**config.mk**
```make
export PLATFORM = sky130hd
export DESIGN_NAME = meter_response_parser_top
export DESIGN_NICKNAME = d
export VERILOG_FILES = /design/src/rtl/mrp_pkg.sv /design/src/rtl/mrp_front.sv /design/src/rtl/mrp_cmd_fifo.sv /design/src/rtl/mrp_back.sv /design/src/rtl/meter_response_parser_top.sv
export SDC_FILE = /design/constraint.sdc
export NUM_CORES = 1
export LEC_CHECK = 0
export BUFFER_PORTS_ARGS = -buffer_cell sky130_fd_sc_hd__buf_2
export CORE_UTILIZATION = 35
export CTS_CLUSTER_SIZE = 28
export DETAILED_ROUTE_END_ITERATION = 16
export GPL_TIMING_DRIVEN = 0
export SLEW_MARGIN = 40
export SYNTH_ARGS = -nofsm -noshare
export SYNTH_HDL_FRONTEND = slang
export SYNTH_HIERARCHICAL = 1
export SYNTH_SLANG_ARGS = --single-unit
```
**constraint.sdc**
```tcl
create_clock -name clk_i -period 7.5 [get_ports clk_i]
set_input_delay 1.5 -clock clk_i [delete_from_list [all_inputs] [get_ports clk_i]]
set_output_delay 1.5 -clock clk_i [all_outputs]
set_load 0.03 [all_outputs]
```
**src/rtl/mrp_pkg.sv**
```systemverilog
`default_nettype none

package mrp_pkg;

  // Frame constants
  localparam logic [7:0]  MeterCmd     = 8'hAF;
  localparam logic [15:0] CodeCoinIn   = 16'h0000;
  localparam logic [15:0] CodeCoinOut  = 16'h0001;
  localparam logic [15:0] CodeGames    = 16'h0005;
  localparam logic [8:0]  PosMax       = 9'd511;
  localparam logic [8:0]  PosCommand   = 9'd1;
  localparam logic [8:0]  PosLength    = 9'd2;
  localparam logic [8:0]  PayloadStart = 9'd5;
  localparam logic [9:0]  LenBase      = 10'd3;
  // position of the last byte must be at least this for a 7-byte frame
  localparam logic [8:0]  MinLastPos   = 9'd6;
  localparam logic [31:0] BcdScale     = 32'd100;
  localparam logic [31:0] BcdTen       = 32'd10;
  localparam logic [3:0]  NibbleMask   = 4'hF;

  // Meter slots
  localparam int unsigned NumMeters    = 3;
  localparam int unsigned SlotCoinIn   = 0;
  localparam int unsigned SlotCoinOut  = 1;
  localparam int unsigned SlotGames    = 2;

  typedef enum logic [1:0] {
    PH_CODE_LO,
    PH_CODE_HI,
    PH_SIZE,
    PH_VALUE
  } phase_e;

  // One input beat
  typedef struct packed {
    logic [7:0] data_byte;
    logic       last_byte;
    logic       crc_ok;
  } in_t;

  // One result beat
  typedef struct packed {
    logic [31:0] coin_in_meter;
    logic [31:0] coin_out_meter;
    logic [31:0] games_played_meter;
    logic        frame_valid;
  } out_t;

  // Classified entry from front to back
  typedef struct packed {
    logic       payload;  // byte lies inside the meter payload
    logic [7:0] data;     // lagged byte to parse
    logic       last;     // frame ends with this beat
    logic       hdr_ok;   // length, command and CRC checks passed
  } cmd_t;

  // Queue status between front and back
  typedef struct packed {
    logic full;
    logic empty;
  } q_stat_t;

endpackage

`default_nettype wire

```
**src/rtl/mrp_front.sv**
```systemverilog
`default_nettype none

module mrp_front (
  input  wire logic          clk_i,
  input  wire logic          rst_ni,
  input  wire logic          accept_i,
  input  wire mrp_pkg::in_t  in_i,
  output logic               cmd_push_o,
  output mrp_pkg::cmd_t      cmd_o
);

  logic [8:0] pos_q, pos_d;
  logic [7:0] lag0_q, lag0_d, lag1_q, lag1_d;
  logic [1:0] fill_q, fill_d;
  logic [7:0] len_q, len_d;
  logic       cmd_ok_q, cmd_ok_d;

  logic       parse_en;
  logic [8:0] ppos;
  logic       payload;

  // Position of the lagged byte and payload window
  assign parse_en = (fill_q == 2'd2);
  assign ppos     = pos_q - 9'd2;
  assign payload  = parse_en && (ppos >= mrp_pkg::PayloadStart)
                  && ({1'b0, ppos} < (mrp_pkg::LenBase + {2'b00, len_q}));

  // Header capture, lag shift and position count
  always_comb begin
    pos_d    = pos_q;
    lag0_d   = lag0_q;
    lag1_d   = lag1_q;
    fill_d   = fill_q;
    len_d    = len_q;
    cmd_ok_d = cmd_ok_q;
    if (accept_i) begin
      if (parse_en && ppos == mrp_pkg::PosCommand) begin
        cmd_ok_d = (lag0_q == mrp_pkg::MeterCmd);
      end
      if (parse_en && ppos == mrp_pkg::PosLength) begin
        len_d = lag0_q;
      end
      lag0_d = lag1_q;
      lag1_d = in_i.data_byte;
      if (fill_q != 2'd2) begin
        fill_d = fill_q + 2'd1;
      end
      if (pos_q != mrp_pkg::PosMax) begin
        pos_d = pos_q + 9'd1;
      end
      if (in_i.last_byte) begin
        pos_d    = '0;
        lag0_d   = '0;
        lag1_d   = '0;
        fill_d   = '0;
        len_d    = '0;
        cmd_ok_d = 1'b0;
      end
    end
  end

  // Entry towards the back end; a command byte parsed on the last beat
  // cannot matter, as the frame is then too short anyway
  always_comb begin
    cmd_o.payload = payload;
    cmd_o.data    = lag0_q;
    cmd_o.last    = in_i.last_byte;
    cmd_o.hdr_ok  = (pos_q >= mrp_pkg::MinLastPos) && cmd_ok_q && in_i.crc_ok;
    cmd_push_o    = accept_i && (payload || in_i.last_byte);
  end

  always_ff @(posedge clk_i or negedge rst_ni) begin
    if (!rst_ni) begin
      pos_q    <= '0;
      lag0_q   <= '0;
      lag1_q   <= '0;
      fill_q   <= '0;
      len_q    <= '0;
      cmd_ok_q <= 1'b0;
    end else begin
      pos_q    <= pos_d;
      lag0_q   <= lag0_d;
      lag1_q   <= lag1_d;
      fill_q   <= fill_d;
      len_q    <= len_d;
      cmd_ok_q <= cmd_ok_d;
    end
  end

endmodule

`default_nettype wire

```
**src/rtl/mrp_cmd_fifo.sv**
```systemverilog
`default_nettype none

module mrp_cmd_fifo (
  input  wire logic           clk_i,
  input  wire logic           rst_ni,
  input  wire logic           push_i,
  input  wire mrp_pkg::cmd_t  data_i,
  input  wire logic           pop_i,
  output mrp_pkg::cmd_t       data_o,
  output mrp_pkg::q_stat_t    stat_o
);

  mrp_pkg::cmd_t mem_q [2];
  logic          wr_ptr_q, rd_ptr_q;
  logic [1:0]    cnt_q, cnt_d;
  logic          do_push, do_pop;

  assign stat_o.full  = (cnt_q == 2'd2);
  assign stat_o.empty = (cnt_q == 2'd0);
  assign do_push      = push_i && !stat_o.full;
  assign do_pop       = pop_i && !stat_o.empty;
  assign data_o       = mem_q[rd_ptr_q];

  // Occupancy
  always_comb begin
    cnt_d = cnt_q;
    if (do_push && !do_pop) begin
      cnt_d = cnt_q + 2'd1;
    end else if (do_pop && !do_push) begin
      cnt_d = cnt_q - 2'd1;
    end
  end

  always_ff @(posedge clk_i) begin
    if (do_push) begin
      mem_q[wr_ptr_q] <= data_i;
    end
  end

  always_ff @(posedge clk_i or negedge rst_ni) begin
    if (!rst_ni) begin
      wr_ptr_q <= 1'b0;
      rd_ptr_q <= 1'b0;
      cnt_q    <= '0;
    end else begin
      cnt_q <= cnt_d;
      if (do_push) begin
        wr_ptr_q <= !wr_ptr_q;
      end
      if (do_pop) begin
        rd_ptr_q <= !rd_ptr_q;
      end
    end
  end

endmodule

`default_nettype wire

```
**src/rtl/mrp_back.sv**
```systemverilog
`default_nettype none

module mrp_back (
  input  wire logic             clk_i,
  input  wire logic             rst_ni,
  input  wire mrp_pkg::cmd_t    cmd_i,
  input  wire mrp_pkg::q_stat_t cmd_stat_i,
  output logic                  cmd_pop_o,
  input  wire logic             res_pop_i,
  output logic                  res_empty_o,
  output mrp_pkg::out_t         res_o
);

  mrp_pkg::phase_e    phase_q, phase_d;
  logic [15:0]        code_q, code_d;
  logic [7:0]         left_q, left_d;
  logic [31:0]        acc_q, acc_d;
  logic [2:0][31:0]   meters_q, meters_d;
  logic               any_q, any_d;

  logic               commit_en;
  logic [31:0]        commit_val;
  logic [31:0]        acc_next;
  logic               frame_ok;
  mrp_pkg::out_t      res_new;

  // Result queue, two beats
  mrp_pkg::out_t      res_mem_q [2];
  logic               res_wr_q, res_rd_q;
  logic [1:0]         res_cnt_q, res_cnt_d;
  logic               res_push, res_pop;

  // Take an entry unless it ends a frame and the result queue is full
  assign cmd_pop_o = !cmd_stat_i.empty && (!cmd_i.last || res_cnt_q != 2'd2);
  assign res_push  = cmd_pop_o && cmd_i.last;

  // BCD step: acc * 100 + hi * 10 + lo, wrapping
  assign acc_next = acc_q * mrp_pkg::BcdScale
                  + 32'(cmd_i.data[7:4] & mrp_pkg::NibbleMask) * mrp_pkg::BcdTen
                  + 32'(cmd_i.data[3:0] & mrp_pkg::NibbleMask);

  // Triple parser
  always_comb begin
    phase_d    = phase_q;
    code_d     = code_q;
    left_d     = left_q;
    acc_d      = acc_q;
    commit_en  = 1'b0;
    commit_val = '0;
    if (cmd_pop_o && cmd_i.payload) begin
      case (phase_q)
        mrp_pkg::PH_CODE_LO: begin
          code_d  = {8'h00, cmd_i.data};
          phase_d = mrp_pkg::PH_CODE_HI;
        end
        mrp_pkg::PH_CODE_HI: begin
          code_d  = {cmd_i.data, code_q[7:0]};
          phase_d = mrp_pkg::PH_SIZE;
        end
        mrp_pkg::PH_SIZE: begin
          if (cmd_i.data == 8'h00) begin
            commit_en = 1'b1;
            phase_d   = mrp_pkg::PH_CODE_LO;
          end else begin
            left_d  = cmd_i.data;
            acc_d   = '0;
            phase_d = mrp_pkg::PH_VALUE;
          end
        end
        mrp_pkg::PH_VALUE: begin
          acc_d  = acc_next;
          left_d = left_q - 8'd1;
          if (left_q == 8'd1) begin
            commit_en  = 1'b1;
            commit_val = acc_next;
            phase_d    = mrp_pkg::PH_CODE_LO;
          end
        end
        default: begin
          phase_d = mrp_pkg::PH_CODE_LO;
        end
      endcase
    end
  end

  // Meter commit for known codes
  always_comb begin
    meters_d = meters_q;
    any_d    = any_q;
    if (commit_en) begin
      if (code_q == mrp_pkg::CodeCoinIn) begin
        meters_d[mrp_pkg::SlotCoinIn] = commit_val;
        any_d = 1'b1;
      end else if (code_q == mrp_pkg::CodeCoinOut) begin
        meters_d[mrp_pkg::SlotCoinOut] = commit_val;
        any_d = 1'b1;
      end else if (code_q == mrp_pkg::CodeGames) begin
        meters_d[mrp_pkg::SlotGames] = commit_val;
        any_d = 1'b1;
      end
    end
  end

  // Result of the frame, zeroed when a check fails
  always_comb begin
    frame_ok                   = cmd_i.hdr_ok && any_d;
    res_new.coin_in_meter      = frame_ok ? meters_d[mrp_pkg::SlotCoinIn] : '0;
    res_new.coin_out_meter     = frame_ok ? meters_d[mrp_pkg::SlotCoinOut] : '0;
    res_new.games_played_meter = frame_ok ? meters_d[mrp_pkg::SlotGames] : '0;
    res_new.frame_valid        = frame_ok;
  end

  always_ff @(posedge clk_i or negedge rst_ni) begin
    if (!rst_ni) begin
      phase_q  <= mrp_pkg::PH_CODE_LO;
      code_q   <= '0;
      left_q   <= '0;
      acc_q    <= '0;
      meters_q <= '0;
      any_q    <= 1'b0;
    end else if (res_push) begin
      phase_q  <= mrp_pkg::PH_CODE_LO;
      code_q   <= '0;
      left_q   <= '0;
      acc_q    <= '0;
      meters_q <= '0;
      any_q    <= 1'b0;
    end else begin
      phase_q  <= phase_d;
      code_q   <= code_d;
      left_q   <= left_d;
      acc_q    <= acc_d;
      meters_q <= meters_d;
      any_q    <= any_d;
    end
  end

  // Result queue
  assign res_empty_o = (res_cnt_q == 2'd0);
  assign res_pop     = res_pop_i && !res_empty_o;
  assign res_o       = res_mem_q[res_rd_q];

  always_comb begin
    res_cnt_d = res_cnt_q;
    if (res_push && !res_pop) begin
      res_cnt_d = res_cnt_q + 2'd1;
    end else if (res_pop && !res_push) begin
      res_cnt_d = res_cnt_q - 2'd1;
    end
  end

  always_ff @(posedge clk_i) begin
    if (res_push) begin
      res_mem_q[res_wr_q] <= res_new;
    end
  end

  always_ff @(posedge clk_i or negedge rst_ni) begin
    if (!rst_ni) begin
      res_wr_q  <= 1'b0;
      res_rd_q  <= 1'b0;
      res_cnt_q <= '0;
    end else begin
      res_cnt_q <= res_cnt_d;
      if (res_push) begin
        res_wr_q <= !res_wr_q;
      end
      if (res_pop) begin
        res_rd_q <= !res_rd_q;
      end
    end
  end

endmodule

`default_nettype wire

```
**src/rtl/meter_response_parser_top.sv**
```systemverilog
// Throughput: one byte per cycle while full is low; the back end retires one entry each
//   cycle unless that entry ends a frame and the result queue is full.
// A frame's last byte is queued as an entry; retiring it writes the result queue.
// Up to two results are held; full rises only when both queues back up.
// Reset: rst_ni is asynchronous, active low; it clears all frame state and both queues.
`default_nettype none

module meter_response_parser_top (
  input  wire logic          clk_i,
  input  wire logic          rst_ni,
  input  wire logic          push,
  output logic               full,
  input  wire mrp_pkg::in_t  in_data_i,
  output logic               empty,
  input  wire logic          pop,
  output mrp_pkg::out_t      res_data_o
);

  logic             accept;
  logic             cmd_push;
  logic             cmd_pop;
  mrp_pkg::cmd_t    cmd_in;
  mrp_pkg::cmd_t    cmd_out;
  mrp_pkg::q_stat_t cmd_stat;

  assign full   = cmd_stat.full;
  assign accept = push && !full;

  mrp_front u_front (
    .clk_i      (clk_i),
    .rst_ni     (rst_ni),
    .accept_i   (accept),
    .in_i       (in_data_i),
    .cmd_push_o (cmd_push),
    .cmd_o      (cmd_in)
  );

  mrp_cmd_fifo u_cmd_fifo (
    .clk_i  (clk_i),
    .rst_ni (rst_ni),
    .push_i (cmd_push),
    .data_i (cmd_in),
    .pop_i  (cmd_pop),
    .data_o (cmd_out),
    .stat_o (cmd_stat)
  );

  mrp_back u_back (
    .clk_i       (clk_i),
    .rst_ni      (rst_ni),
    .cmd_i       (cmd_out),
    .cmd_stat_i  (cmd_stat),
    .cmd_pop_o   (cmd_pop),
    .res_pop_i   (pop),
    .res_empty_o (empty),
    .res_o       (res_data_o)
  );

  // Entry queue status is consistent
  a_cmd_stat: assert property (@(posedge clk_i) disable iff (!rst_ni)
    !(cmd_stat.full && cmd_stat.empty))
    else $error("entry queue both full and empty");

  // A result only appears after the back end retired a frame end
  a_res_source: assert property (@(posedge clk_i) disable iff (!rst_ni)
    (!empty && $past(empty)) |-> $past(cmd_pop && cmd_out.last))
    else $error("result appeared without a frame end");

  // Failed frame reads all meters as zero
  a_invalid_zero: assert property (@(posedge clk_i) disable iff (!rst_ni)
    (!empty && !res_data_o.frame_valid) |->
      (res_data_o.coin_in_meter == '0 && res_data_o.coin_out_meter == '0
       && res_data_o.games_played_meter == '0))
    else $error("invalid frame with nonzero meters");

  // Back end never retires from an empty queue
  a_pop_nonempty: assert property (@(posedge clk_i) disable iff (!rst_ni)
    cmd_pop |-> !cmd_stat.empty)
    else $error("entry popped from empty queue");

endmodule

`default_nettype wire
```
# Word level (Yosys, flattened, before mapping)
# Memory sizes are Yosys's and may differ from the RTL's.
# Index checks and enable logic that the tools add are counted.
[word_totals]
regBits = 199
word_cells = 168
in_bits = 14
n_memories = 2
ramBits = 216
output_inout_bits = 99
[mem_list]
columns = ["memory", "depth", "word_bits", "read_ports", "rd_ports_with_merged_regs", "write_ports", "line_no", "text"]
rows = [
  ["u_back.res_mem_q", 2, 97, 1, 0, 1, "mrp_back.sv:28", "mrp_pkg::out_t res_mem_q [2];"],
  ["u_cmd_fifo.mem_q", 2, 11, 1, 0, 1, "mrp_cmd_fifo.sv:13", "mrp_pkg::cmd_t mem_q [2];"],
]
[classes]
n_eq_ne = 17
n_mux = 56
n_addsub = 11
order_cmp = 3
mul = 2
reduce_logical = 56
[ops]
columns = ["cell", "count"]
rows = [
  ["2-to-1 mux 32 bit", 13],
  ["2-to-1 mux 96 bit", 2],
  ["2-to-1 mux 64 bit", 1],
  ["case mux 32 bit (2 select lines)", 1],
  ["2-to-1 mux 8 bit", 7],
  ["adder 32 bit", 1],
  ["adder 32 x 4 -> 32 bit", 1],
  ["multiplier 32 x 5 -> 30 bit, second input constant", 1],
  ["2-to-1 mux 16 bit", 2],
  ["case mux 16 bit (2 select lines)", 1],
  ["2-to-1 mux 2 bit", 10],
  ["logical AND 1 bit", 19],
  [">= comparator 9 x 3 -> 1 bit, second input constant", 2],
  ["2-to-1 mux 9 bit", 2],
  ["equality test 16 x 1 -> 1 bit, second input constant", 1],
  ["equality test 16 x 3 -> 1 bit, second input constant", 1],
  ["zero test 16 bit", 1],
  ["case mux 8 bit (2 select lines)", 1],
  ["nonzero test 2 bit", 8],
  ["2-to-1 mux 1 bit", 14],
  ["zero test 1 bit", 12],
  ["AND reduction 2 bit", 6],
  ["less-than comparator 9 x 10 -> 1 bit", 1],
  ["adder 2 x 8 -> 9 bit, first input constant", 1],
  ["other kinds (24)", 36],
]

# Depth between registers and ports, before layout
# Gate-level depths: netlist (run 1).
# An unclocked memory read counts as a cell.
[logic_depth]
word_depth = 12
depth_mapped = 18
mapped_depth_nobuf = 17

# Hierarchy
# The synthesis (run 1) kept the hierarchy.
[by_module_without_submodules]
columns = ["mod", "instances", "area_each_um2", "cells_each", "seq_area_each_um2"]
rows = [
  ["mrp_back", 1, 18647.9, 1660, 9754.4],
  ["mrp_front", 1, 2363.5, 253, 900.9],
  ["mrp_cmd_fifo", 1, 991.0, 53, 760.7],
  ["meter_response_parser_top", 1, 13.8, 1, 0.0],
]

# Worst setup path before layout (run 1)
# Ideal clock, no wire load.
[synth_path]
kind = "flip-flop to flip-flop"
from = "reg u_cmd_fifo.rd_ptr_q"
to = "mem u_back/res_mem_q[0][0] in the netlist's numbering (enable)"
required_time_ns = 6.946
synth_period_minus_slack_ns = 6.246
arrival_ns = 5.692
path_buffers = 2
stages_incl_launch_ff = 7
setup_slack_ns = 1.254
setup_time_ns = 0.554
path_cell_list = "dfrtp_1 -> mux2_1 -> a31oi_1 -> nand2_1 -> clkbuf_1 -> buf_1 -> nor2_1"
[synth_rtl]
columns = ["element", "line_no", "text"]
rows = [
  ["start: declaration", "mrp_cmd_fifo.sv:14", "logic wr_ptr_q, rd_ptr_q;"],
  ["start signal: assignment", "mrp_cmd_fifo.sv:51", "rd_ptr_q <= !rd_ptr_q;"],
  ["end: declaration", "mrp_back.sv:28", ""],
]

==> implementation parameters, run 1 <==
Parameter                              Value

Cells and area
  Commonest cells after routing, fill and taps aside ... 216 x edfxtp_1, 197 x dfrtp_1, 196 x nor2_1, 159 x inv_1, 127 x nand2_1
  Share of cells above drive strength 1 ... 16.6%
  Area delta synth->final ... 15.0%
  Leading cell type in the layout, fill and taps excluded ... edfxtp_1
  Final antenna diode count ... 0
  Number of nets in the layout ... 2289

Floorplanning
  Initial core utilization ... 35.5%
  Standard cell core area ... 0.0619 sq mm
  Die extent in y ... 253 um
  Width of the die ... 253 um
  Die Area ... 0.0639 sq mm
  Number of core rows ... 91
  I/O Pins ... 113

Placement
  Post-DP HPWL ... 43600 um
  Final weighted congestion in routability-driven placement ... 0.905
  Port-buffer cells ... 112

Setup path
  Critical Path Slowest Stage Cell ... nor3_1
  Maximum cell stage delay along the critical path ... 0.64 ns
  Depth of the worst register-to-register path ... 18
  Crit path buffers/inverters ... 2
  Top cell family by delay on the critical path ... simple AND/OR/NAND/NOR gates
  Stages on worst setup path ... 18
  Top cell by count, worst path ... ha_1
  Largest fanout of any net on the critical path ... 10
  Start-to-end type of the worst setup path ... register to register
  Crit path required time ... 7.76 ns
  Data arrival time of the critical path ... 6.06 ns
  Worst setup SP type ... register
  Crit-path cells ... buf_4, mux2_1, ha_1, ha_1, fa_1, xor2_1, ha_1, ha_1, o21ai_0, nand2b_1, o21a_1, o31ai_1, nor3_1, nor4b_4, nor4b_4, and2_1, buf_6, o211ai_1
  Element type at the critical path end ... register

CTS
  Post-CTS Hold Buffers ... 0
  Skew-Pair Late Insertion Delay ... 0.58 ns
  Maximum number of buffers from clock root to sink ... 3
  Clock tree from TritonCTS ... built
  Post-CTS setup buffer count ... 0
  Post-cts gate resize count ... 0
  Clock slew at reported path FFs ... 0.06 ns
  Clock tree root driver cell ... clkbuf_16
  Clock Sink Count ... 413
  # H-tree levels ... 2
  Number of CTS-inserted buffers ... 42

Synth
  Flops & latches, synth ... 413
  EDFF count, synth ... 216
  Number of unique standard cell types used by synthesis ... 98
  Instance count of the mapped netlist ... 1967
  Syn_nets ... 2122
  Seq/Total Area, Yosys ... 51.9%
  Average cell area after synthesis ... 11.2 sq um
  Post-Syn Area ... 0.0220 sq mm
  Dominant synthesized flop cell ... edfxtp_1
  Number of synthesis warnings ... 6
  Post-synthesis async set-or-reset flop share ... 47.7%

STA
  Worst clock skew on the final layout ... 0.0357 ns
  Unrepaired setup endpoints after global routing ... no
  Period Utilization, post-route ... 77.4%
  Least-Margin Pin Slew ... 0.891 ns
  Max-Slew Margin vs Limit ... 40.6%
  Final hold slack ... 0.485 ns
  Maximum operating frequency ... 172 MHz
  Final Hold Fails ... 0
  Time the final worst path needs with I/O delays and setup ... 5.80 ns
  Number of slew-limit violations in the final report ... 0
  Final-report setup violation count ... 0

Global routing
  Largest net degree at the start of global routing ... 65
  GRT Util Overall ... 18.3%
  Overflow left after global routing ... 0
  Met3 usage in global routing ... 3.08%
  Routing usage on met2 ... 29.0%
  Most heavily used metal layer in global routing ... met2
  Met1 Resource Use GR ... 26.2%
  Global-route wire length before repair ... 91300 um
  Via count of the first global-routing pass ... 16.0k
  Initial antenna violation count ... 0

Routing
  Overall via count from detail_route ... 16.2k
  Final routed wirelength across all metal layers ... 58200 um
  Per-cell routed wire length ... 19.4 um
  Number of search-and-repair iterations in the first detailed-routing pass ... 7
  1st-iter DRT viols ... 1426
  Residual DRC ... 0
  Antenna violation net count after detailed routing ... 0
  Post-DR vias/cell ... 5.38

Power
  Worst voltage drop across the vdd grid ... 0.212 mV
  Total power per unit cell area ... 340 mW/mm^2
  Sw Ratio ... 39.1%
  Combinational Power Share ... 39.0%
  Leakage power ... 10.4 nW
  Power share of the sequential group ... 36.3%
  Internal power ... 5.25 mW
  Proportion of power drawn by the clock network ... 24.7%
  Net switching power of the design ... 3.37 mW
  Tot Pwr ... 8.62 mW

Outcome
  Run status ... finished clean

Hold path
  Hold Path Class ... register to register
  Worst hold path stage count ... 0

Flow run
  Max-cap viol count ... 0
## worst register-to-register path, stage by stage (launching register included)
cell and delay [ns]:
dfrtp_1 0.38, buf_4 0.21, mux2_1 0.51, ha_1 0.36
ha_1 0.23, fa_1 0.38, xor2_1 0.16, ha_1 0.21
ha_1 0.32, o21ai_0 0.11, nand2b_1 0.10, o21a_1 0.12
o31ai_1 0.14, nor3_1 0.64, nor4b_4 0.58, nor4b_4 0.51
and2_1 0.21, buf_6 0.12, o211ai_1 0.19
## layout make-up
cell class / count / area, sq um
flip-flops and latches: 413 / 11400
plain buffers: 100 / 433
multi-input cells: 1290 / 9620
inverters: 164 / 616
well taps: 837 / 1050
clock inverters: 16 / 213
repair buffers: 123 / 792
clock buffers: 62 / 1190
fillers: 5934 / 36600
## power groups by stage
stage,logic [mW],registers (mW),clock network (mW)
5_1_grt,3.63,3.18,2.28
3_3_place_gp,3.21,3.23,0
2_1_floorplan,2.29,3.16,0
6_report,3.36,3.13,2.13
3_5_place_dp,3.35,3.17,0
4_1_cts,3.37,3.13,2.18
## through the flow
step	setup WS [ns]	area [sq um]	std cells	utilization, %	setup TNS, ns
6_report	1.70	25300	3005	40.9	0
5_1_grt	1.34	25300	3005	40.9	0
4_1_cts	1.72	25300	3004	40.9	0
3_5_place_dp	1.75	23900	2926	38.6	0
3_3_place_gp	-2.07	23600	2916	38.1	-200.01
2_1_floorplan	1.25	22000	1967	-	0
## final timing paths
kind / to / from / slack, ns
min in group asynchronous: u_front/lag0_q[2] / rst_ni / 0.79
setup / recovery: u_back/res_mem_q[1][94] / u_cmd_fifo/rd_ptr_q / 1.70
max in group asynchronous: u_back/acc_q[29] / rst_ni / 5.74
hold / removal: u_cmd_fifo/mem_q[1][8] / u_front/lag0_q[6] / 0.49
setup reg to reg: u_back/res_mem_q[1][94] / u_cmd_fifo/rd_ptr_q / 1.70
hold reg to reg: u_cmd_fifo/mem_q[1][8] / u_front/lag0_q[6] / 0.49
## state kept, by name, indices dropped and copies added (netlist names)
name and count:
u_front/lag1_q 8, u_back/acc_q 30, u_back/left_q 8, u_cmd_fifo/wr_ptr_q 1, u_back/res_cnt_q 2, u_back/res_wr_q 1
u_front/lag0_q 8, u_front/fill_q 2, u_back/res_rd_q 1, u_back/meters_q 96, u_front/len_q 8, u_cmd_fifo/mem_q 22
u_front/cmd_ok_q 1, u_back/res_mem_q 194, u_cmd_fifo/rd_ptr_q 1, u_back/phase_q 2, u_front/pos_q 9, u_back/code_q 16
u_back/any_q 1, u_cmd_fifo/cnt_q 2
## per-layer routing
metal	up-vias	part of all wire (%)
met2	540	46
met3	66	6.1
met5	-	0
li1	7490	-
met4	0	1.7
met1	8070	46
## kinds of logic (layout without fill, tap and decap cells)
group	after synthesis	in the layout	synth area share [%]
simple gates	546	546	12.5
buf+inv	264	465	4.76
fa+ha+maj	141	141	8.97
flops	413	413	51.9
mux	112	112	5.71
compound gates	427	427	13.5
xor+xnor	64	64	2.61
## cells in the mapped netlist, types with 7 or more instances
library cell	n	area (sq um)
a211oi_1	10	75.1
a21o_1	9	67.6
a21oi_1	98	490
a22o_1	23	201
a22oi_1	36	270
a31oi_1	7	43.8
a32o_1	13	130
a32oi_1	30	263
and2_1	18	113
and3_1	9	56.3
buf_2	9	45.0
clkbuf_1	76	285
dfrtp_1	197	4930
edfxtp_1	216	6490
fa_1	28	561
ha_1	113	1410
inv_1	159	597
mux2_1	11	124
mux2_2	98	1100
nand2_1	127	477
nand2b_1	9	56.3
nand3_1	46	230
nand3b_1	20	150
nand4_1	22	138
nor2_1	198	743
nor2b_1	10	62.6
nor3_1	20	100
nor4_1	15	93.8
o211ai_1	9	67.6
o21a_1	7	52.6
o21ai_0	61	305
o21ai_1	34	170
o221ai_2	7	105
o22ai_1	13	81.3
o31ai_1	10	75.1
or3_1	16	100
xnor2_1	38	333
xor2_1	24	210
(Power assumes the default switching activity.)
==> run 2, diff against run 1 <==
- clock period: 7.5 -> 4.85 ns (I/O delays scaled with it)
==> implementation parameters, run 2 (same netlist as run 1, synthesis figures left out) <==
Parameter                              Value

CTS
  Clock Sink Count ... 413 (unchanged)
  Clock tree from TritonCTS ... built
  Post-CTS Hold Buffers ... 0 (unchanged)
  Maximum number of buffers from clock root to sink ... 3 (unchanged)
  Skew-Pair Late Insertion Delay ... 0.57 ns (about the same)
  Clock slew at reported path FFs ... 0.07 ns (about the same)
  Clock tree root driver cell ... clkbuf_16
  # H-tree levels ... 2 (unchanged)
  Number of CTS-inserted buffers ... 43 (+2.4%)

Placement
  Final weighted congestion in routability-driven placement ... 0.911 (+0.62%)
  Setup Slack @ Placement ... -0.917 ns (-2.66 ns)
  Post-DP HPWL ... 44000 um (+0.82%)
  Placed cell count ... 2927 (+0.034%)
  Port-buffer cells ... 112 (unchanged)

Power
  Worst voltage drop across the vdd grid ... 0.279 mV (+31%)
  Leakage power ... 10.8 nW (+3.7%)
  Total power per unit cell area ... 505 mW/mm^2 (+48%)

Setup path
  Largest fanout of any net on the critical path ... 5 (-5)
  Crit path required time ... 5.12 ns (-2.64 ns)
  Maximum cell stage delay along the critical path ... 0.50 ns (-0.14 ns)
  Critical Path Slowest Stage Cell ... fa_1
  Depth of the worst register-to-register path ... 13 (-5)
  Crit path buffers/inverters ... 0 (-2)
  Reg2reg start ... u_back/acc_q[2]
  Data arrival time of the critical path ... 5.04 ns (-1.02 ns)
  Startpoint of the worst setup timing path ... u_back/acc_q[2]
  Start-to-end type of the worst setup path ... register to register
  Worst setup SP type ... register
  Top cell by count, worst path ... ha_1
  Capturing point of the worst reg2reg path ... u_back/res_mem_q[0][95]
  Top cell family by delay on the critical path ... adder cells
  Worst reg2reg setup slack ... 0.07 ns (-1.62 ns)
  Element type at the critical path end ... register
  Crit-path cells ... ha_1, ha_1, fa_1, ha_4, nand3_2, a21o_4, a2111o_1, and4_4, nor3_4, nand4_4, or3_1, a32oi_1, a21oi_2

Floorplanning
  Width of the die ... 253 um (unchanged)
  Standard cell core area ... 0.0619 sq mm (unchanged)
  I/O Pins ... 113 (unchanged)
  Number of core rows ... 91 (unchanged)
  Die extent in y ... 253 um (unchanged)
  Initial core utilization ... 35.5% (unchanged)
  Die Area ... 0.0639 sq mm (unchanged)

Routing
  Post-Route M1 WL ... 27100 um (+1.5%)
  Highest metal layer with signal wires ... met4
  Residual DRC ... 0 (unchanged)
  1st-iter DRT viols ... 1411 (-1.1%)
  Antenna violation net count after detailed routing ... 0 (unchanged)
  Post-DR vias/cell ... 5.35 (-0.54%)
  Overall via count from detail_route ... 16.3k (+1.0%)
  Met2 wire len ... 27700 um (+2.7%)
  Met3 wire length ... 3360 um (-6.0%)
  Per-cell routed wire length ... 19.5 um (+0.75%)
  Final routed wirelength across all metal layers ... 59500 um (+2.3%)
  Number of search-and-repair iterations in the first detailed-routing pass ... 6 (-1)

Cells and area
  Largest registers ... u_back/res_mem_q: 194 flops, u_back/meters_q: 96 flops, u_back/acc_q: 30 flops
  Utilization after layout ... 42.6% (+1.7 points)
  Flip-flop count of the largest register, all copies and words added ... 194 (unchanged)
  Area delta synth->final ... 19.9%
  Commonest cells after routing, fill and taps aside ... 216 x edfxtp_1, 194 x nor2_1, 189 x dfrtp_1, 159 x inv_1, 126 x nand2_1
  Final antenna diode count ... 0 (unchanged)
  Number of non-filler instances in the completed layout ... 3052 (+1.6%)
  Register containing the most flip-flops in the final layout ... u_back/res_mem_q
  Number of nets in the layout ... 2335 (+2.0%)
  Share of cells above drive strength 1 ... 22.7% (+6.1 points)
  Leading cell type in the layout, fill and taps excluded ... edfxtp_1

STA
  Maximum operating frequency ... 209 MHz (+21%)
  Final Hold Fails ... 0 (unchanged)
  Number of slew-limit violations in the final report ... 0 (unchanged)
  Time the final worst path needs with I/O delays and setup ... 4.78 ns (-1.03 ns)
  Max-Slew Margin vs Limit ... 44.9% (+4.3 points)
  Unrepaired setup endpoints after global routing ... yes
  Least-Margin Pin Slew ... 0.822 ns (-0.0690 ns)
  Final setup margin ... 0.0731 ns (-1.62 ns)
  Period Utilization, post-route ... 98.5% (+21 points)
  Worst clock skew on the final layout ... 0.0237 ns (-0.0119 ns)
  Final-report setup violation count ... 0 (unchanged)

Global routing
  Largest net degree at the start of global routing ... 66 (+1.5%)
  Global-route wire length before repair ... 91500 um (+0.20%)
  Initial antenna violation count ... 0 (unchanged)
  Overflow left after global routing ... 0 (unchanged)
  Via count of the first global-routing pass ... 15.8k (-0.77%)
  GRT Util Overall ... 18.4% (+0.062 points)

Outcome
  Run status ... finished clean

Flow run
  Max-cap viol count ... 0 (unchanged)

Hold path
  Hold Path Class ... input port to asynchronous set/reset pin
-- run 2: routing by layer --
metal  track usage [%]  vias up
li1                  -     7593
met1              26.1     8127
met2              29.3      520
met3              2.65       90
met4              4.59        0
met5                 0        -
-- run 2: power breakdown --
part / internal (mW) / switching, mW / leakage [nW]
Sequential: 4.53 / 0.316 / 4.73
Clock: 1.80 / 1.37 / 0.655
Combinational: 1.77 / 3.55 / 5.43
-- run 2: layout make-up --
cell class	instances	area, sq um
fill	5893	35500
timing repair buffer	170	1210
multi-input combinational	1290	10300
clock buffer	58	1160
clock inverter	22	179
tap	837	1050
sequential	413	11400
buffer	98	448
inverter	164	616
-- run 2: worst max path at each step --
stage	endpoint	slack, ns	depth (start not counted)
after floorplan	u_back/res_mem_q[0][30]	0.11	18
after global placement	u_back/res_mem_q[0][91]	-2.05	6
after detailed placement	u_back/res_mem_q[1][94]	-0.92	18
after CTS	u_back/res_mem_q[1][60]	0.0005	17
after global routing	u_back/res_mem_q[0][91]	-0.08	17
final	u_back/res_mem_q[0][95]	0.07	13
-- run 2: what timing repair did --
item                                    in CTS  in global routing
resized for setup                           63                 88
cloned                                       0                  1
pin swaps                                   12                 26
endpoints found under the setup margin     196                140
buffers inserted                            18                 28
-- run 2: per-stage QoR --
step                power, mW  hold slack, ns  area (sq um)  TNS [ns]
finish                   13.3           0.287         26400         0
global route             14.0           0.293         26400    -0.649
CTS                      13.4           0.276         25800         0
detailed placement       10.1           0.475         23900    -75.67
global placement         9.94           0.466         23600   -423.27
floorplan                8.40           0.442         22000         0
==> run 3, diff against run 2 <==
--- a/config.mk
+++ b/config.mk
@@ -7,3 +7,3 @@
 export LEC_CHECK = 0
-export BUFFER_PORTS_ARGS = -buffer_cell sky130_fd_sc_hd__buf_2
+export BUFFER_PORTS_ARGS = -buffer_cell sky130_fd_sc_hd__buf_4
 export CORE_UTILIZATION = 35
--- a/constraint.sdc
+++ b/constraint.sdc
@@ -3,2 +3,2 @@
 set_output_delay 0.97 -clock clk_i [all_outputs]
-set_load 0.03 [all_outputs]
+set_load 0.01 [all_outputs]
==> implementation parameters, run 3 (same netlist as run 1, synthesis figures left out) <==
Parameter                              Value

Routing
  Per-cell routed wire length ... 19.7 um (+1.1%)
  1st-iter DRT viols ... 1219 (-14%)
  Overall via count from detail_route ... 16.5k (+1.0%)
  Final routed wirelength across all metal layers ... 60500 um (+1.6%)
  Post-DR vias/cell ... 5.38 (+0.50%)
  Antenna violation net count after detailed routing ... 0 (unchanged)
  Number of search-and-repair iterations in the first detailed-routing pass ... 5 (-1)
  Residual DRC ... 0 (unchanged)

Setup path
  Worst setup SP type ... register
  Data arrival time of the critical path ... 5.01 ns (-0.03 ns)
  Largest fanout of any net on the critical path ... 5 (unchanged)
  Start-to-end type of the worst setup path ... register to register
  Critical Path Slowest Stage Cell ... fa_1
  Top cell by count, worst path ... ha_1
  Crit path required time ... 5.11 ns (about the same)
  Element type at the critical path end ... register
  Crit-path cells ... ha_1, ha_1, fa_1, ha_2, nand3_2, a21o_4, a2111o_1, and4_4, nor3_4, nand4_4, buf_12, or3_4, a32oi_2, a21oi_2
  Maximum cell stage delay along the critical path ... 0.46 ns (-0.04 ns)

Cells and area
  Flip-flop count of the largest register, all copies and words added ... 194 (unchanged)
  Filler instances ... 5770 (-2.1%)
  Number of nets in the layout ... 2351 (+0.69%)
  Largest registers ... u_back/res_mem_q: 194 flops, u_back/meters_q: 96 flops, u_back/acc_q: 30 flops
  Share of cells above drive strength 1 ... 23.4% (+0.64 points)
  Number of non-filler instances in the completed layout ... 3068 (+0.52%)
  Leading cell type in the layout, fill and taps excluded ... edfxtp_1
  Sequential cell area ... 0.0114 sq mm (about the same)
  Summed area of non-filler cells in the final layout ... 0.0270 sq mm (+2.1%)
  Commonest cells after routing, fill and taps aside ... 216 x edfxtp_1, 193 x nor2_1, 188 x dfrtp_1, 171 x buf_4, 159 x inv_1
  Area delta synth->final ... 22.4%
  Final antenna diode count ... 0 (unchanged)
  Multi-input combinational cell area ... 0.0104 sq mm (+0.93%)
  Register containing the most flip-flops in the final layout ... u_back/res_mem_q

Global routing
  Global-route wire length before repair ... 92500 um (+1.1%)
  Via count of the first global-routing pass ... 16.2k (+2.0%)
  Initial antenna violation count ... 0 (unchanged)
  Largest net degree at the start of global routing ... 72 (+9.1%)
  GRT Util Overall ... 18.5% (+0.16 points)
  Overflow left after global routing ... 0 (unchanged)

STA
  Period Utilization, post-route ... 97.8% (-0.65 points)
  Final Hold Fails ... 0 (unchanged)
  Setup TNS ... 0 ns (unchanged)
  Final hold slack ... 0.279 ns (-0.00845 ns)
  Max-Slew Margin vs Limit ... 41.6% (-3.3 points)
  Time the final worst path needs with I/O delays and setup ... 4.75 ns (-0.0314 ns)
  Number of slew-limit violations in the final report ... 0 (unchanged)
  Final-report setup violation count ... 0 (unchanged)
  Maximum operating frequency ... 211 MHz (+0.66%)
  Least-Margin Pin Slew ... 0.876 ns (+0.0539 ns)
  Worst clock skew on the final layout ... 0.0237 ns (-0.0000759 ns)

Placement
  Total cell area at the placement stage ... 0.0242 sq mm (+1.3%)
  Post-DP HPWL ... 44200 um (+0.52%)
  Port-buffer cells ... 112 (unchanged)
  Placed cell count ... 2928 (+0.034%)
  Final weighted congestion in routability-driven placement ... 0.920 (+1.0%)

Flow run
  Max-cap viol count ... 0 (unchanged)

CTS
  Maximum number of buffers from clock root to sink ... 3 (unchanged)
  Clock Sink Count ... 413 (unchanged)
  Skew-Pair Late Insertion Delay ... 0.58 ns (about the same)
  Number of CTS-inserted buffers ... 43 (unchanged)
  # H-tree levels ... 2 (unchanged)
  Clock tree root driver cell ... clkbuf_16
  Clock tree from TritonCTS ... built
  Clock slew at reported path FFs ... 0.06 ns (about the same)

Floorplanning
  Die Area ... 0.0639 sq mm (unchanged)
  Width of the die ... 253 um (unchanged)
  Initial core utilization ... 35.5% (unchanged)
  Number of core rows ... 91 (unchanged)
  I/O Pins ... 113 (unchanged)
  Standard cell core area ... 0.0619 sq mm (unchanged)
  Die extent in y ... 253 um (unchanged)

Power
  Tot Pwr ... 13.1 mW (-2.0%)
  Worst voltage drop across the vdd grid ... 0.387 mV (+39%)
  Leakage power ... 11.0 nW (+1.6%)
  Total power per unit cell area ... 485 mW/mm^2 (-4.0%)

Outcome
  Run status ... finished clean

Hold path
  Hold Path Class ... input port to asynchronous set/reset pin
==> run 3: worst max-delay path, delay by kind of cell (launching register included) <==
kind            cells  cell delay, ns
simple gates        5            1.24
fa+ha+maj           4            1.48
compound gates      4            1.09
flops               1            0.44
buf+inv             1            0.17
==> run 3: report_power, final <==
group          internal, mW  switching [mW]  total (mW)
logic                  2.04            2.98        5.02
clock network          1.78            1.42        3.20
registers              4.53           0.317        4.85
==> run 3: layer usage <==
metal	track usage (%)	vias up	routed length [um]
met3	3.42	91	3880
met1	25.9	8243	27200
li1	-	7608	-
met5	0	-	0
met4	4.69	0	1450
met2	29.6	555	28000
==> run 3: final cells by class <==
type,instances,share of cell area [%]
well taps,837,3.89
multi-input cells,1290,38.6
repair buffers,186,6.07
clock buffers,64,4.43
flip-flops and latches,413,42.4
plain buffers,98,1.73
inverters,164,2.28
clock inverters,16,0.585
==> run 3: metrics by stage <==
stage               worst slack [ns]  utilization [%]
finish                         0.105             43.5
global route                 -0.0555             43.5
global placement               -2.08             38.6
detailed placement            -0.840             39.1
CTS                          -0.0790             42.1
floorplan                      0.114                -
==> run 3: what timing repair did <==
item	4_1_cts	5_1_grt
buffers inserted	21	41
endpoints found under the setup margin	187	134
pin swaps	10	31
endpoints found under the hold margin	0	0
resized for setup	64	113
cloned	0	0
hold buffers	0	0
==> run 3: path summary, 6_finish.rpt <==
check | cells past startpoint | start | slack, ns | to
worst min register to register | 0 | u_front/lag0_q[6] | 0.49 | u_cmd_fifo/mem_q[1][8]
worst max register to register | 14 | u_back/acc_q[2] | 0.10 | u_back/res_mem_q[1][63]
min in group clk_i | 0 | u_front/lag0_q[6] | 0.49 | u_cmd_fifo/mem_q[1][8]
worst min-delay path | 1 | rst_ni | 0.28 | u_front/lag1_q[1]
worst max-delay path | 14 | u_back/acc_q[2] | 0.10 | u_back/res_mem_q[1][63]
max in group asynchronous | 4 | rst_ni | 3.33 | u_back/acc_q[21]
